--- config.mk ---
export PLATFORM = sky130hd
export DESIGN_NAME = button_press_long_press_events
export DESIGN_NICKNAME = d
export VERILOG_FILES = /design/src/bple_pkg.sv /design/src/button_press_long_press_events.sv /design/src/bple_front.sv /design/src/bple_queue.sv /design/src/bple_back.sv
export SDC_FILE = /design/constraint.sdc
export NUM_CORES = 1
export LEC_CHECK = 0
export ABC_AREA = 1
export BUFFER_PORTS_ARGS = -buffer_cell sky130_fd_sc_hd__buf_2
export CAP_MARGIN = 20
export CORE_MARGIN = 1
export CORE_UTILIZATION = 40
export DETAILED_ROUTE_END_ITERATION = 10
export PLACE_DENSITY_LB_ADDON = 0.12
export SLEW_MARGIN = 15
export SYNTH_ARGS = -nofsm -noshare
export SYNTH_HDL_FRONTEND = slang
export SYNTH_HIERARCHICAL = 1
export SYNTH_SLANG_ARGS = --single-unit
--- constraint.sdc ---
create_clock -name clk -period 10.35 [get_ports clk]
set_input_delay 0.5175 -clock clk [delete_from_list [all_inputs] [get_ports clk]]
set_output_delay 0.5175 -clock clk [all_outputs]
set_load 0.02 [all_outputs]
--- src/bple_pkg.sv ---
// ----------------------------------------------------------------------------
// bple_pkg
// Shared constants and types for the button press / long-press event block.
// ----------------------------------------------------------------------------
package bple_pkg;

  // Field widths
  localparam int LEVEL_W  = 5;
  localparam int NOW_W    = 32;
  localparam int DELAY_W  = 16;
  localparam int INDEX_W  = 3;

  // Default switch count and delay after reset (milliseconds)
  localparam int                 NUM_SWITCHES_DEF = 5;
  localparam logic [DELAY_W-1:0] DELAY_RESET      = 16'd1000;

  // Event queue between classifier and emitter
  localparam int QUEUE_DEPTH = 2;
  localparam int QUEUE_PTR_W = 1;
  localparam int QUEUE_CNT_W = 2;

  // Queue status seen by both sides
  typedef struct packed {
    logic empty;
    logic full;
  } q_status_t;

endpackage

--- src/button_press_long_press_events.sv ---
// ----------------------------------------------------------------------------
// button_press_long_press_events
// Press and long-press event detector for a bank of polled switches.
// ----------------------------------------------------------------------------
//
//  Channel | Direction | Handshake            | Payload
//  --------+-----------+----------------------+------------------------------
//  in_     | input     | in_valid / in_stall  | switch_levels, now_ms
//  out_    | output    | out_valid / out_stall| switch_index, is_long, last
//  cfg_    | input     | cfg_wr_en            | cfg_wr_data (long-press delay)
//
//  A poll is classified in the cycle it is accepted; a poll may be accepted
//  every cycle while the two-entry event queue has room.
//  The emitter sends one item per cycle unless out_stall holds it, so a
//  poll with k events gives k items (at most NUM_SWITCHES); a poll with no
//  events pushes nothing. Items go from the queue through the record
//  registers to the output register. Reset is synchronous; no clearing pass.
//  out_stall holds the output register; in_stall rises only when the queue
//  is full.
// ----------------------------------------------------------------------------
module button_press_long_press_events #(
  parameter int NUM_SWITCHES = bple_pkg::NUM_SWITCHES_DEF
) (
  input  logic                          clk,
  input  logic                          rst_n,
  input  logic                          in_valid,
  output logic                          in_stall,
  input  logic [bple_pkg::LEVEL_W-1:0]  in_switch_levels,
  input  logic [bple_pkg::NOW_W-1:0]    in_now_ms,
  output logic                          out_valid,
  input  logic                          out_stall,
  output logic [bple_pkg::INDEX_W-1:0]  out_switch_index,
  output logic                          out_is_long,
  output logic                          out_last,
  input  logic                          cfg_wr_en,
  input  logic [bple_pkg::DELAY_W-1:0]  cfg_wr_data
);
  import bple_pkg::*;

  logic [DELAY_W-1:0]        delay_r, delay_nxt;
  logic                      push;
  logic [2*NUM_SWITCHES-1:0] push_data;
  logic                      pop;
  logic [2*NUM_SWITCHES-1:0] pop_data;
  q_status_t                 q_status;

  // Long-press delay register
  always_comb begin
    delay_nxt = delay_r;
    if (cfg_wr_en) begin
      delay_nxt = cfg_wr_data;
    end
  end

  always_ff @(posedge clk) begin
    if (!rst_n) begin
      delay_r <= DELAY_RESET;
    end else begin
      delay_r <= delay_nxt;
    end
  end

  bple_front #(
    .NUM_SWITCHES (NUM_SWITCHES)
  ) u_front (
    .clk              (clk),
    .rst_n            (rst_n),
    .in_valid         (in_valid),
    .in_stall         (in_stall),
    .in_switch_levels (in_switch_levels),
    .in_now_ms        (in_now_ms),
    .delay_i          (delay_r),
    .q_status_i       (q_status),
    .push_o           (push),
    .push_data_o      (push_data)
  );

  bple_queue #(
    .DATA_W (2 * NUM_SWITCHES)
  ) u_queue (
    .clk         (clk),
    .rst_n       (rst_n),
    .push_i      (push),
    .push_data_i (push_data),
    .pop_i       (pop),
    .pop_data_o  (pop_data),
    .status_o    (q_status)
  );

  bple_back #(
    .NUM_SWITCHES (NUM_SWITCHES)
  ) u_back (
    .clk              (clk),
    .rst_n            (rst_n),
    .q_status_i       (q_status),
    .q_data_i         (pop_data),
    .pop_o            (pop),
    .out_valid        (out_valid),
    .out_stall        (out_stall),
    .out_switch_index (out_switch_index),
    .out_is_long      (out_is_long),
    .out_last         (out_last)
  );

endmodule

--- src/bple_front.sv ---
// ----------------------------------------------------------------------------
// bple_front
// Poll classifier: tracks levels, press stamps and armed flags, and pushes
// the press and long-press masks of each poll that has events.
// ----------------------------------------------------------------------------
module bple_front #(
  parameter int NUM_SWITCHES = bple_pkg::NUM_SWITCHES_DEF
) (
  input  logic                          clk,
  input  logic                          rst_n,
  input  logic                          in_valid,
  output logic                          in_stall,
  input  logic [bple_pkg::LEVEL_W-1:0]  in_switch_levels,
  input  logic [bple_pkg::NOW_W-1:0]    in_now_ms,
  input  logic [bple_pkg::DELAY_W-1:0]  delay_i,
  input  bple_pkg::q_status_t           q_status_i,
  output logic                          push_o,
  output logic [2*NUM_SWITCHES-1:0]     push_data_o
);
  import bple_pkg::*;

  logic [NUM_SWITCHES-1:0] prev_levels_r, prev_levels_nxt;
  logic [NUM_SWITCHES-1:0] armed_r, armed_nxt;
  logic [NOW_W-1:0]        stamp_r [NUM_SWITCHES];

  logic [LEVEL_W+NUM_SWITCHES-1:0] levels_ext;
  logic [NUM_SWITCHES-1:0]         levels;
  logic [NUM_SWITCHES-1:0]         rising;
  logic [NUM_SWITCHES-1:0]         falling;
  logic [NUM_SWITCHES-1:0]         due;
  logic [NUM_SWITCHES-1:0]         long_ev;
  logic                            accept;

  // Mask level bits to the switches that exist
  assign levels_ext = {{NUM_SWITCHES{1'b0}}, in_switch_levels};
  assign levels     = levels_ext[NUM_SWITCHES-1:0];
  assign rising     = levels & ~prev_levels_r;
  assign falling    = prev_levels_r & ~levels;

  // Elapsed time per switch, wrap-safe
  always_comb begin
    for (int i = 0; i < NUM_SWITCHES; i++) begin
      due[i] = (in_now_ms - stamp_r[i]) > {{(NOW_W-DELAY_W){1'b0}}, delay_i};
    end
  end

  // A switch pressed in this poll is not yet armed, so never long
  assign long_ev = armed_r & ~falling & due;

  assign in_stall    = q_status_i.full;
  assign accept      = in_valid & ~q_status_i.full;
  assign push_o      = accept & ((|rising) | (|long_ev));
  assign push_data_o = {long_ev, rising};

  // Next state on accept
  always_comb begin
    prev_levels_nxt = prev_levels_r;
    armed_nxt       = armed_r;
    if (accept) begin
      prev_levels_nxt = levels;
      armed_nxt       = (armed_r & ~falling & ~long_ev) | rising;
    end
  end

  always_ff @(posedge clk) begin
    if (!rst_n) begin
      prev_levels_r <= '0;
      armed_r       <= '0;
    end else begin
      prev_levels_r <= prev_levels_nxt;
      armed_r       <= armed_nxt;
    end
  end

  // Record press time
  always_ff @(posedge clk) begin
    for (int i = 0; i < NUM_SWITCHES; i++) begin
      if (accept && rising[i]) begin
        stamp_r[i] <= in_now_ms;
      end
    end
  end

  a_push_room: assert property (@(posedge clk) disable iff (!rst_n)
    push_o |-> !q_status_i.full)
    else $error("push into full queue");

  a_push_nonempty: assert property (@(posedge clk) disable iff (!rst_n)
    push_o |-> (push_data_o != '0))
    else $error("pushed record without events");

  a_armed_pressed: assert property (@(posedge clk) disable iff (!rst_n)
    (armed_r & ~prev_levels_r) == '0)
    else $error("armed switch not held");

endmodule

--- src/bple_queue.sv ---
// ----------------------------------------------------------------------------
// bple_queue
// Short FIFO of per-poll event records between classifier and emitter.
// ----------------------------------------------------------------------------
module bple_queue #(
  parameter int DATA_W = 2 * bple_pkg::NUM_SWITCHES_DEF
) (
  input  logic                 clk,
  input  logic                 rst_n,
  input  logic                 push_i,
  input  logic [DATA_W-1:0]    push_data_i,
  input  logic                 pop_i,
  output logic [DATA_W-1:0]    pop_data_o,
  output bple_pkg::q_status_t  status_o
);
  import bple_pkg::*;

  logic [DATA_W-1:0]      mem_r [QUEUE_DEPTH];
  logic [QUEUE_PTR_W-1:0] wr_ptr_r, wr_ptr_nxt;
  logic [QUEUE_PTR_W-1:0] rd_ptr_r, rd_ptr_nxt;
  logic [QUEUE_CNT_W-1:0] count_r, count_nxt;

  assign status_o.empty = (count_r == '0);
  assign status_o.full  = (count_r == QUEUE_CNT_W'(QUEUE_DEPTH));
  assign pop_data_o     = mem_r[rd_ptr_r];

  // Advance pointers and count
  always_comb begin
    wr_ptr_nxt = wr_ptr_r;
    rd_ptr_nxt = rd_ptr_r;
    count_nxt  = count_r;
    if (push_i) begin
      wr_ptr_nxt = wr_ptr_r + 1'b1;
    end
    if (pop_i) begin
      rd_ptr_nxt = rd_ptr_r + 1'b1;
    end
    if (push_i && !pop_i) begin
      count_nxt = count_r + 1'b1;
    end else if (!push_i && pop_i) begin
      count_nxt = count_r - 1'b1;
    end
  end

  always_ff @(posedge clk) begin
    if (!rst_n) begin
      wr_ptr_r <= '0;
      rd_ptr_r <= '0;
      count_r  <= '0;
    end else begin
      wr_ptr_r <= wr_ptr_nxt;
      rd_ptr_r <= rd_ptr_nxt;
      count_r  <= count_nxt;
    end
  end

  // Store record
  always_ff @(posedge clk) begin
    if (push_i) begin
      mem_r[wr_ptr_r] <= push_data_i;
    end
  end

  a_no_overflow: assert property (@(posedge clk) disable iff (!rst_n)
    push_i |-> !status_o.full)
    else $error("queue overflow");

  a_no_underflow: assert property (@(posedge clk) disable iff (!rst_n)
    pop_i |-> !status_o.empty)
    else $error("queue underflow");

  a_count_range: assert property (@(posedge clk) disable iff (!rst_n)
    count_r <= QUEUE_CNT_W'(QUEUE_DEPTH))
    else $error("queue count out of range");

endmodule

--- src/bple_back.sv ---
// ----------------------------------------------------------------------------
// bple_back
// Event emitter: walks one record's press then long-press mask in ascending
// switch order to an output register, one item per cycle unless stalled.
// ----------------------------------------------------------------------------
module bple_back #(
  parameter int NUM_SWITCHES = bple_pkg::NUM_SWITCHES_DEF
) (
  input  logic                          clk,
  input  logic                          rst_n,
  input  bple_pkg::q_status_t           q_status_i,
  input  logic [2*NUM_SWITCHES-1:0]     q_data_i,
  output logic                          pop_o,
  output logic                          out_valid,
  input  logic                          out_stall,
  output logic [bple_pkg::INDEX_W-1:0]  out_switch_index,
  output logic                          out_is_long,
  output logic                          out_last
);
  import bple_pkg::*;

  logic [NUM_SWITCHES-1:0] press_r, press_nxt;
  logic [NUM_SWITCHES-1:0] long_r, long_nxt;
  logic                    out_valid_r, out_valid_nxt;
  logic [INDEX_W-1:0]      out_index_r;
  logic                    out_is_long_r;
  logic                    out_last_r;

  logic                    have_work;
  logic                    use_press;
  logic [NUM_SWITCHES-1:0] sel;
  logic [NUM_SWITCHES-1:0] sel_low;
  logic [NUM_SWITCHES-1:0] press_rem;
  logic [NUM_SWITCHES-1:0] long_rem;
  logic [INDEX_W-1:0]      sel_index;
  logic                    is_last;
  logic                    out_load;
  logic                    emit;

  assign have_work = (|press_r) | (|long_r);
  assign use_press = |press_r;
  assign sel       = use_press ? press_r : long_r;
  assign sel_low   = sel & (~sel + NUM_SWITCHES'(1));
  assign press_rem = use_press ? (press_r & ~sel_low) : press_r;
  assign long_rem  = use_press ? long_r : (long_r & ~sel_low);
  assign is_last   = (press_rem == '0) && (long_rem == '0);

  // Index of the lowest pending switch
  always_comb begin
    sel_index = '0;
    for (int i = NUM_SWITCHES - 1; i >= 0; i--) begin
      if (sel[i]) begin
        sel_index = INDEX_W'(i);
      end
    end
  end

  assign out_load = ~out_valid_r | ~out_stall;
  assign emit     = have_work & out_load;
  assign pop_o    = ~q_status_i.empty & (~have_work | (emit & is_last));

  // Load next record or drop the emitted bit
  always_comb begin
    press_nxt     = press_r;
    long_nxt      = long_r;
    out_valid_nxt = out_valid_r;
    if (pop_o) begin
      press_nxt = q_data_i[NUM_SWITCHES-1:0];
      long_nxt  = q_data_i[2*NUM_SWITCHES-1:NUM_SWITCHES];
    end else if (emit) begin
      press_nxt = press_rem;
      long_nxt  = long_rem;
    end
    if (out_load) begin
      out_valid_nxt = emit;
    end
  end

  always_ff @(posedge clk) begin
    if (!rst_n) begin
      press_r     <= '0;
      long_r      <= '0;
      out_valid_r <= 1'b0;
    end else begin
      press_r     <= press_nxt;
      long_r      <= long_nxt;
      out_valid_r <= out_valid_nxt;
    end
  end

  // Hold item payload until taken
  always_ff @(posedge clk) begin
    if (emit) begin
      out_index_r   <= sel_index;
      out_is_long_r <= ~use_press;
      out_last_r    <= is_last;
    end
  end

  assign out_valid        = out_valid_r;
  assign out_switch_index = out_index_r;
  assign out_is_long      = out_is_long_r;
  assign out_last         = out_last_r;

  a_one_event_per_switch: assert property (@(posedge clk) disable iff (!rst_n)
    (press_r & long_r) == '0)
    else $error("switch has both press and long-press pending");

  a_pop_nonempty: assert property (@(posedge clk) disable iff (!rst_n)
    pop_o |-> !q_status_i.empty)
    else $error("pop from empty queue");

  a_pop_after_last: assert property (@(posedge clk) disable iff (!rst_n)
    (pop_o && have_work) |-> (emit && is_last))
    else $error("record replaced before its last item");

endmodule
==> flow_metrics.env <==
export IMPL_status="finished clean"
export IMPL_timing_fmax_ghz=0.224
export IMPL_die_area_sq_mm=0.0580
export IMPL_ys_warn_count=6
export IMPL_crit_path_start_kind="register"
export IMPL_finalSetupViolCount=0
export IMPL_rsz0062_at_grt="false"
export IMPL_path_buf_inv=5
export IMPL_p_int_mw=2.35
export IMPL_drt_iter0_drc=1335
export IMPL_cts_tree="yes"
export IMPL_fin_ws_ns=5.89
export IMPL_clkSlewWorstSetupHoldPaths_ns=0.06
export IMPL_htreeDepth=1
export IMPL_dpl_hpwl_microns=56400
export IMPL_worst_path_max_delay_cell="nor2_1"
export IMPL_cts_resized=0
export IMPL_synthTopCellsByArea="edfxtp_1, nand2_1, inv_1"
export IMPL_worstHoldPathCells=3
export IMPL_core_sq_mm=0.0564
export IMPL_slowest_delay_ns=0.63
export IMPL_grt_pass1_wl_microns=111000
export IMPL_dieHeight_microns=241
export IMPL_vias=21200
export IMPL_grt_pass1_vias=20000
export IMPL_dp_slack_ns=5.30
export IMPL_grt_antenna_before_repair=4
export IMPL_busiest_layer="met2"
export IMPL_routedWlPerCell_microns=16.0
export IMPL_drtAntennaViolNets=0
export IMPL_postSynth_asyncResetShare=0
export IMPL_p_per_area_mw_per_mm2=160
export IMPL_yosysSeqAreaShare=0.280
export IMPL_drtPass1Iterations=6
export IMPL_r2r_start="u_front/stamp_r[0][128]"
export IMPL_cp_end_kind="register"
export IMPL_cp_max_fo=10
export IMPL_min_path_type="in -> reg"
export IMPL_arrival_ns=4.66
export IMPL_multi_input_area_sq_mm=0.0132
export IMPL_syn_to_final_growth_pct=9.91
export IMPL_cp_top_family="simple AND/OR/NAND/NOR gates"
export IMPL_grtUsageMet3=0.0169
export IMPL_hold_violations=0
export IMPL_fin_crit_ns=4.46
export IMPL_synth_edff_count=185
export IMPL_syn_avg_cell_area_sq_um=6.36
export IMPL_netlist_area_leader_share=0.244
export IMPL_viasPerCell=4.77
export IMPL_wl_microns=71400
export IMPL_drv_cap=0
export IMPL_post_cts_setup_buffer_count=0
export IMPL_numCtsBuffers=29
export IMPL_p_sw_mw=1.65
export IMPL_r2r_end="u_queue/mem_r[0][8]"
export IMPL_timing_final_crit_share=0.431
export IMPL_grt_met2_usage=0.428
export IMPL_cts_hold_buf=0
export IMPL_io_pins=65
export IMPL_nets=3968
export IMPL_combinationalPowerShare=0.438
export IMPL_grt_max_degree=34
export IMPL_synthDistinctLibCells=48
export IMPL_syn_inst=3584
export IMPL_die_width_microns=241
export IMPL_synth_seq_cells=227
export IMPL_gp_congestion=0.931
export IMPL_grt_use_total=0.251
export IMPL_cts_buffer_depth=3
export IMPL_seqCellArea_sq_mm=0.00640
export IMPL_drv_slew=0
export IMPL_netlist_area_sq_mm=0.0228
export IMPL_syn_nets=3883
export IMPL_met1_usage=0.334
export IMPL_initial_core_util=0.404
export IMPL_required_ns=10.55
export IMPL_hold_end="delay_r[7]"
export IMPL_drive_gt1_frac=0.0593
export IMPL_gr_total_overflow=0
export IMPL_skew_ns=0.0127
export IMPL_clkPwrFrac=0.266
export IMPL_path_class="reg -> reg"
export IMPL_relSlewSlack=0.283
export IMPL_io_buffers=64
export IMPL_synthFlopType="edfxtp_1"
export IMPL_seqPwrFrac=0.295
export IMPL_worstMarginPinSlew_ns=1.07
export IMPL_clock_sinks=227
export IMPL_p_leak_nw=14.2
export IMPL_power_share_switching=0.413
export IMPL_yosys_area_top_type="edfxtp_1"
export IMPL_vdd_drop_max_mv=0.133
export IMPL_path_common_cell="nand2_1"
export IMPL_worstHoldStart="cfg_wr_data[7]"
export IMPL_setup_tns_ns=0
export IMPL_cts_root_buf="clkbuf_16"
export IMPL_num_rows=87
export IMPL_rrSetupSlack_ns=5.89
export IMPL_drc=0
export IMPL_clk_latency_ns=0.58
export IMPL_worst_r2r_path_depth=29
export IMPL_fillers=6221
==> stage by stage <==
stage / power (mW) / std cells / util / area, sq um / hold WS (ns)
after floorplan: 2.50 / 3584 / - / 22800 / 0.429
after global placement: 2.94 / 4393 / 0.426 / 24000 / 0.441
after detailed placement: 2.95 / 4393 / 0.426 / 24000 / 0.447
after CTS: 4.03 / 4446 / 0.444 / 25000 / 0.126
after global routing: 4.31 / 4447 / 0.444 / 25100 / 0.162
final: 4.01 / 4448 / 0.445 / 25100 / 0.158
==> kinds of logic after synthesis <==
family / synth area share
xor+xnor: 0.0288
fa+ha+maj: 0.134
buf+inv: 0.141
simple gates: 0.359
compound gates: 0.0519
mux: 0.00494
flops: 0.280
==> cell usage after synthesis (32+ instances only) <==
master	n
inv_1	816
ha_1	236
nand3_1	201
dfxtp_1	42
o21ai_0	32
edfxtp_1	185
nand4_1	49
nand2_1	1285
nor2_1	305
nand2_2	32
a21oi_1	155
xor2_1	70
==> state kept, by name (all words and copies together), names as in the netlist, 2 cells and up, named ones only <==
signal and cells:
delay_r 16, u_back/long_r 5, u_front/armed_r 5, u_back/out_switch_index 3
u_front/stamp_r 160, u_front/prev_levels_r 5, u_queue/count_r 2, u_back/press_r 5
u_queue/mem_r 20
==> power groups by stage <==
stage / registers (mW) / logic (mW) / clock network (mW)
after global placement: 1.20 / 1.74 / 0
after floorplan: 1.20 / 1.30 / 0
after global routing: 1.20 / 2.00 / 1.12
final: 1.18 / 1.76 / 1.07
after detailed placement: 1.20 / 1.74 / 0
after CTS: 1.18 / 1.75 / 1.10
==> layer usage <==
metal  up-vias  part of all wire
met5         -                 0
met4         0             0.038
met3       110             0.030
met2       381              0.46
met1      9487              0.47
li1      11200                 -
==> final cells by class <==
type,instances,area share
sequential,227,0.255
antenna,1,0.0000998
clock buffer,41,0.0344
inverter,828,0.124
tap,756,0.0377
clock inverter,12,0.00579
timing repair buffer,68,0.0148
multi-input combinational,2515,0.528
==> layout by cell type, fill, tap and decap left out, types with 31 or more instances in the layout <==
cell and count:
nand4_1 49, a21oi_1 155, nor2_1 300, ha_1 236, nand2_2 32, dfxtp_1 42
o21ai_0 32, nand3_1 201, clkbuf_16 31, xor2_1 70, edfxtp_1 185, nand2_1 1285
buf_2 64, inv_1 816
==> tightest hold or removal path, delay by kind of cell <==
kind,cells,cell delay [ns]
buffers and inverters,1,0.07
AND/OR/NAND/NOR,2,0.10
==> how the worst max path moves through the flow <==
stage | endpoint | startpoint | slack [ns] | cells after the start
floorplan | u_queue/mem_r[0][0] | in_now_ms[0] | 6.17 | 30
global placement | u_queue/mem_r[0][4] | in_now_ms[0] | 5.38 | 31
detailed placement | u_queue/mem_r[0][4] | in_now_ms[1] | 5.30 | 29
CTS | u_queue/mem_r[0][4] | u_front/stamp_r[0][128] | 5.89 | 29
global route | u_queue/mem_r[0][4] | u_front/stamp_r[0][128] | 5.31 | 29
finish | u_queue/mem_r[0][8] | u_front/stamp_r[0][128] | 5.89 | 29
No activity file was read; power rests on OpenSTA's default activity.
